--- config.mk ---
export PLATFORM = sky130hd
export DESIGN_NAME = fca_div
export DESIGN_NICKNAME = d
export VERILOG_FILES = /design/src/rtl/fca_pkg.sv /design/src/rtl/fca_div.sv
export SDC_FILE = /design/constraint.sdc
export NUM_CORES = 1
export LEC_CHECK = 0
export BUFFER_PORTS_ARGS = -buffer_cell sky130_fd_sc_hd__buf_2
export CAP_MARGIN = 40
export CORE_MARGIN = 8
export CORE_UTILIZATION = 52
export DETAILED_ROUTE_END_ITERATION = 16
export PLACE_DENSITY = 0.74
export RECOVER_POWER = 25
export SLEW_MARGIN = 20
export SYNTH_ARGS = -nofsm -noshare
export SYNTH_HDL_FRONTEND = slang
export SYNTH_SLANG_ARGS = --single-unit
--- constraint.sdc ---
create_clock -name clk -period 2.7 [get_ports clk]
set_input_delay 0.27 -clock clk [delete_from_list [all_inputs] [get_ports clk]]
set_output_delay 0.27 -clock clk [all_outputs]
set_load 0.005 [all_outputs]
--- src/rtl/fca_pkg.sv ---
// Shared widths, register indexes and divider constants for the frame averager.
package fca_pkg;

    localparam int SAMPLE_W   = 16;
    localparam int SUM_W      = 32;
    localparam int SPF_W      = 17;
    localparam int CNT_W      = 16;
    localparam int SKIP_W     = 16;
    localparam int INDEX_W    = 16;
    localparam int CFG_IDX_W  = 2;
    localparam int CFG_DATA_W = 17;

    // Sums stay below 2^31 in magnitude, so the quotient needs 31 steps.
    localparam int DIV_STEPS  = 31;
    localparam int DIV_CNT_W  = 5;

    typedef enum logic [CFG_IDX_W-1:0] {
        CFG_SAMPLES_PER_FRAME = 2'd0,
        CFG_FRAME_COUNT       = 2'd1,
        CFG_SKIP_COUNT        = 2'd2
    } cfg_reg_t;

endpackage

--- src/rtl/fca_div.sv ---
// Bit-serial signed divider: 32-bit sum by 16-bit count, truncated toward zero.
module fca_div
    import fca_pkg::*;
(
    input  logic                       clk,
    input  logic                       rst_n,
    input  logic                       start,
    input  logic signed [SUM_W-1:0]    dividend,
    input  logic [CNT_W-1:0]           divisor,
    output logic                       done,
    output logic signed [SAMPLE_W-1:0] quotient
);

    logic                 busy_reg;
    logic [DIV_CNT_W-1:0] count_reg;
    logic [CNT_W-1:0]     rem_reg;
    logic [SUM_W-2:0]     quo_reg;
    logic [CNT_W-1:0]     divisor_reg;
    logic                 neg_reg;

    logic [SUM_W-1:0]     magnitude;
    logic [CNT_W:0]       shifted;
    logic [CNT_W:0]       trial;
    logic                 quo_bit;
    logic [SAMPLE_W-1:0]  quo_mag;

    assign magnitude = dividend[SUM_W-1] ? (SUM_W'(0) - dividend) : dividend;
    assign shifted   = {rem_reg, quo_reg[SUM_W-2]};
    assign trial     = shifted - {1'b0, divisor_reg};
    assign quo_bit   = ~trial[CNT_W];

    always_ff @(posedge clk or negedge rst_n)
    begin
        if (!rst_n)
        begin
            busy_reg  <= 1'b0;
            count_reg <= '0;
        end
        else if (start)
        begin
            busy_reg  <= 1'b1;
            count_reg <= '0;
        end
        else if (busy_reg)
        begin
            count_reg <= count_reg + DIV_CNT_W'(1);
            if (count_reg == DIV_CNT_W'(DIV_STEPS - 1))
            begin
                busy_reg <= 1'b0;
            end
        end
    end

    always_ff @(posedge clk)
    begin
        if (start)
        begin
            rem_reg     <= '0;
            quo_reg     <= magnitude[SUM_W-2:0];
            neg_reg     <= dividend[SUM_W-1];
            divisor_reg <= divisor;
        end
        else if (busy_reg)
        begin
            rem_reg <= quo_bit ? trial[CNT_W-1:0] : shifted[CNT_W-1:0];
            quo_reg <= {quo_reg[SUM_W-3:0], quo_bit};
        end
    end

    assign quo_mag  = quo_reg[SAMPLE_W-1:0];
    assign quotient = neg_reg ? (SAMPLE_W'(0) - quo_mag) : quo_mag;
    assign done     = ~busy_reg;

endmodule

Yosys cells after proc, flatten, opt, wreduce, memory -nomap -nowiden
Cells that the tools add are included.
{ "classes": {"n_addsub": 4, "n_eq_ne": 1, "muxes": 10, "bitwise_logic": 2, "reduce_logical": 1} }
{ "ops": {"columns": ["operator", "count"], "rows": [
  ["31-bit two-way mux", 3],
  ["16-bit two-way mux", 2],
  ["1-bit by 31-bit subtractor with 31-bit output (first input constant)", 1],
  ["17-bit by 16-bit subtractor with 17-bit output", 1],
  ["1-bit by 16-bit subtractor with 16-bit output (first input constant)", 1],
  ["5-bit two-way mux", 2],
  ["5-bit by 1-bit adder with 5-bit output (second input constant)", 1],
  ["5-bit equality test (second input constant)", 1],
  ["1-bit two-way mux", 3],
  ["1-bit inverter", 2],
  ["2-bit nonzero test", 1]
]} }
{ "totals": {"reg_bits": 70, "inputBits": 51, "output_inout_bits": 17, "wordCells": 24} }

Logic depth before layout (Yosys ltp)
{ "logic_depth": {"depth_word": 4, "depth_mapped": 12, "ltp_nobuf": 10} }

Worst setup path before layout
Ideal clock, no wire load.
{ "synth_timing": {"path_type": "register to register", "from": "register divisor_reg[0]", "to": "register rem_reg[10]", "setup_ns": 0.137, "t_arrival_ns": 2.503, "required_ns": 2.563, "path_slack_ns": 0.060, "stages_incl_launch_ff": 12, "path_buffers": 2, "period_less_slack_ns": 2.640, "cell_sequence": "edfxtp_1 ha_1 fa_1 nand2b_1 a21oi_1 o21ai_0 o21ai_0 o211a_1 clkbuf_1 buf_2 mux2i_1 a211oi_1"} }
{ "synth_between": {"elab_chain_len": 2} }
{ "synth_lines": {"columns": ["element", "line", "rtl"], "rows": [
  ["from (decl)", "fca_div.sv:18", "logic [CNT_W-1:0] divisor_reg;"],
  ["from (signal assigned)", "fca_div.sv:61", "divisor_reg <= divisor;"],
  ["17-bit by 16-bit subtractor with 17-bit output", "fca_div.sv:29", "assign trial = shifted - {1'b0, divisor_reg};"],
  ["16-bit two-way mux", "fca_div.sv:65", "rem_reg <= quo_bit ? trial[CNT_W-1:0] : shifted[CNT_W-1:0];"],
  ["to (signal assigned)", "fca_div.sv:65", null],
  ["to (decl)", "fca_div.sv:16", "logic [CNT_W-1:0] rem_reg;"]
]} }
No other way between the ends.
A chain may end at the register's enable or synchronous reset.

Final worst setup path
{ "layout_timing": {"from": "register quo_reg[0]", "to": "output quotient[12]"} }
{ "layout_between": {"elab_chain_len": 2} }
{ "layout_lines": {"columns": ["element", "line", "rtl"], "rows": [
  ["from (decl)", "fca_div.sv:17", "logic [SUM_W-2:0] quo_reg;"],
  ["from (signal assigned)", "fca_div.sv:59", "quo_reg <= magnitude[SUM_W-2:0];"],
  ["from (signal assigned)", "fca_div.sv:66", "quo_reg <= {quo_reg[SUM_W-3:0], quo_bit};"],
  ["1-bit by 16-bit subtractor with 16-bit output", "fca_div.sv:71", "assign quotient = neg_reg ? (SAMPLE_W'(0) - quo_mag) : quo_mag;"],
  ["16-bit two-way mux", "fca_div.sv:71", null],
  ["to (decl)", "fca_div.sv:11", "output logic signed [SAMPLE_W-1:0] quotient"]
]} }
No other way between the ends.

==> metrics.md <==
| Metric | Value |
|---|---|
| Outcome | `finished clean` |
| Post-Syn Area | `between 4000 and 5000 um^2` |
| Highest Clock Rate | `a little under 400 MHz` |
| Vias in the first global route | `between 3000 and 4000` |
| Register bit total from synthesis | `70` |
| CTS clk-pin slew, worst paths | `roughly 0.080 ns` |
| Per-cell routed wire length | `~15 um` |
| Core Footprint | `between 8000 and 9000 um^2` |
| Cell variety after synth | `52` |
| Worst hold path type | `primary input to flip-flop` |
| Area of the multi-input gates | `roughly 2500 um^2` |
| TritonCTS clock tree | `done` |
| Slowest cell on crit path | `edfxtp_1` |
| Port bufs | `67` |
| Slew Viols, Final | `0` |
| Final count of hold timing violations | `0` |
| RePlAce Congestion | `~0.89` |
| Share of layout cells above drive strength 1 | `20.6%` |
| Levels on crit path | `9` |
| CP startpoint | `quo_reg[0]$_DFFE_PP_` |
| Min Tclk post-route | `between 2 and 3 ns` |
| Worst Path Buf+Inv | `2` |
| Drt total wl | `~9900 um` |
| 1st-pass router iterations | `4` |
| Slew headroom | `under 10%` |
| Crit path max fanout | `5` |
| Worst-margin pin slew | `around 1.4 ns` |
| Largest net degree at the start of global routing | `36` |
| Final setup viols | `0` |
| Clk buf depth | `2` |
| N_diodes | `0` |
| Setup CP Type | `flip-flop to output port` |
| Peak supply drop | `430 uV` |
| Slack of the critical path | `roughly 0.16 ns` |
| Cells after Synth | `roughly 470` |
| Clock Sinks | `70` |
| WP data required | `approximately 2.4 ns` |
| DRC Markers | `0` |
| Dpl cells | `640` |
| Clock Latency Late Sink | `approximately 0.35 ns` |
| P per Cell Area | `~520 nW/um^2` |
| Reg-to-reg critical path endpoint | `rem_reg[14]$_SDFFE_PP0P_` |
| Endpoint class of the critical path | `output port` |
| Crit path DAT | `2.27 ns` |
| Critical R2R Launch | `quo_reg[30]$_DFFE_PP_` |
| Setup TNS | `0 ns` |
| Vias per Instance | `~5.6` |
| Worst Clk Skew | `a little over 0.01 ns` |
| Main synth FF type | `edfxtp_1` |
| Setup WS pre-CTS | `just under 0.009 ns` |
| Reg2Reg Setup Slack | `0.18 ns` |
| Initial Utilization | `approximately 53%` |
| Max FFs per register | `31` |
| Vias | `around 3700` |
| LEAKAGE | `approximately 0.0021 uW` |
| Syn Nets | `546` |
| Final std cells w/o fill | `657` |
| Number of synthesized flops with an enable pin | `48` |
| Root Buffer | `clkbuf_8` |
| Area Growth Syn to Fin | `15.7%` |
| Cells along the critical path | `inv_1 > ha_1 > nand2b_1 > or4_1 > nor2_1 > nand2_1 > o31ai_2 > xnor2_1 > buf_2` |
| First-pass GRT wire length | `between 15000 and 20000 um` |
| Post-synth ARST share | `between 8 and 9%` |
| Syn. warnings | `0` |
| Num ports | `68` |
| Initial antenna violation count | `0` |
| Drt initial violations | `183` |
| Largest stage delay on the critical path | `roughly 0.45 ns` |
| Total Power | `between 2000 and 3000 uW` |
| Final Net Count | `around 600` |
| Worst r2r path cells | `10` |
| Grt ovf | `0` |
| Mapped Avg Cell Area | `9.62 um^2` |
| Worst setup path end | `quotient[12]` |
| # rows | `34` |
| Total GRT Usage | `~17%` |
| Tcrit/Tclk final | `94.0%` |
| Number of H-tree levels | `3` |
| Register area | `about 1900 um^2` |
| Sequential area share after synthesis | `a little over two fifths` |
| Final ANT Viol Nets | `0` |
| # fillers | `752` |
| Die Area | `12000 um^2` |
| Startpoint Class | `flip-flop` |
| DIE WIDTH | `~110 um` |
| CTS buffer count | `9` |
| Die Span Y | `approximately 110 um` |
| Family with the most delay on the worst path | `simple AND/OR/NAND/NOR gates` |
| Max_cap viols | `0` |
| Post-detail-place hpwl | `between 7000 and 8000 um` |
[routing by layer]
layer  up-vias  global-route usage [%]  part of all wire (%)
li1       1862                       -                     -
met1      1712                    21.0                    44
met2        75                    28.8                    49
met3        12                    4.10                   5.3
met4         0                    5.69                   1.3
met5         -                       0                     0
[layout make-up]
| class | instances | area share (%) |
|---|---|---|
| Clock buffer | 10 | 2.61 |
| Timing Repair Buffer | 79 | 7.89 |
| Sequential cell | 70 | 36.2 |
| Multi-Input combinational cell | 358 | 47.3 |
| Clock inverter | 6 | 1.61 |
| Tap cell | 108 | 2.56 |
| Inverter | 26 | 1.85 |
[worst reg2reg max path, stage by stage, from the launching register on]
cell	delay (ns)
edfxtp_1	0.33
inv_1	0.05
ha_1	0.22
fa_2	0.35
nand2b_4	0.16
a21o_1	0.17
a211oi_1	0.28
o211ai_1	0.16
a32o_1	0.29
xor2_1	0.14
o41ai_1	0.27
[kinds of logic after synthesis]
| family | synth area share, % |
|---|---|
| compound gates | 17.0 |
| flops | 41.9 |
| mux | 5.81 |
| xor+xnor | 11.7 |
| buf+inv | 3.89 |
| simple gates | 13.8 |
| fa+ha+maj | 5.92 |
[power by group]
group          internal (uW)  leakage, uW  switching, uW
clock                    542     0.000110            401
combinational            236      0.00132            248
sequential              1250     0.000694           68.7
total                   2030      0.00213            718
[Yosys cell counts (2+ instances only)]
cell / instances / area, um^2
edfxtp_1: 48 / 1440
nand2b_1: 6 / 37.5
a211oi_1: 16 / 120
a21oi_1: 39 / 195
inv_1: 25 / 93.8
or3_4: 2 / 22.5
and3_1: 2 / 12.5
o31ai_1: 10 / 75.1
or4_1: 4 / 30.0
or3_1: 6 / 37.5
buf_1: 2 / 7.51
nand4_1: 4 / 25.0
mux2_2: 12 / 135
o21ai_0: 31 / 155
xnor2_1: 32 / 280
nor2_1: 48 / 180
a32oi_1: 2 / 17.5
xor2_1: 29 / 254
nor3_1: 5 / 25.0
o211ai_1: 4 / 30.0
nand3_1: 2 / 10.0
nor4_1: 2 / 12.5
nand2_1: 37 / 139
ha_1: 20 / 250
dfxtp_1: 16 / 320
o41ai_1: 6 / 52.6
dfrtp_1: 6 / 150
mux2i_1: 13 / 130
a32o_1: 2 / 20.0
and2_1: 3 / 18.8
a21o_1: 3 / 22.5
or2_2: 2 / 12.5
clkbuf_1: 16 / 60.1
[layout by cell type (no fill, tap or decap), drive strengths merged, types with 8 or more instances in the layout]
cell / Yosys / final
a21oi: 39 / 39
mux2i: 13 / 13
dfxtp: 16 / 16
clkbuf: 16 / 15
ha: 20 / 20
a211oi: 16 / 16
or3: 8 / 8
buf: 4 / 73
inv: 25 / 25
xnor2: 32 / 32
mux2: 12 / 12
o21ai: 32 / 32
nand2: 37 / 37
xor2: 29 / 29
o31ai: 11 / 11
edfxtp: 48 / 48
nor2: 48 / 48
[metrics by stage]
stage               util, %  hold slack, ns  area [um^2]
detailed placement     58.3           0.102         5030
global route           61.1          0.0742         5280
CTS                    61.0          0.0802         5270
global placement       58.3          0.0988         5030
finish                 61.1          0.0919         5280
floorplan                 -         -0.0256         4560
[worst min path at each step]
stage	from	endpoint	slack (ns)	depth (start not counted)
finish	divisor[7]	divisor_reg[7]$_DFFE_PP_	0.09	1
global route	divisor[11]	divisor_reg[11]$_DFFE_PP_	0.07	1
CTS	divisor[7]	divisor_reg[7]$_DFFE_PP_	0.08	1
detailed placement	rst_n	count_reg[1]$_DFFE_PN0P_	0.10	1
global placement	rst_n	count_reg[1]$_DFFE_PN0P_	0.1	1
floorplan	rst_n	busy_reg$_DFF_PN0_	-0.03	0
[repair_timing]
item	in CTS	in global routing
resized for setup	0	8
setup buffers	0	0
endpoints found under the hold margin	6	0
setup endpoints to repair	0	17
hold buffers	1	0
No activity file was read; power rests on OpenSTA's default activity.
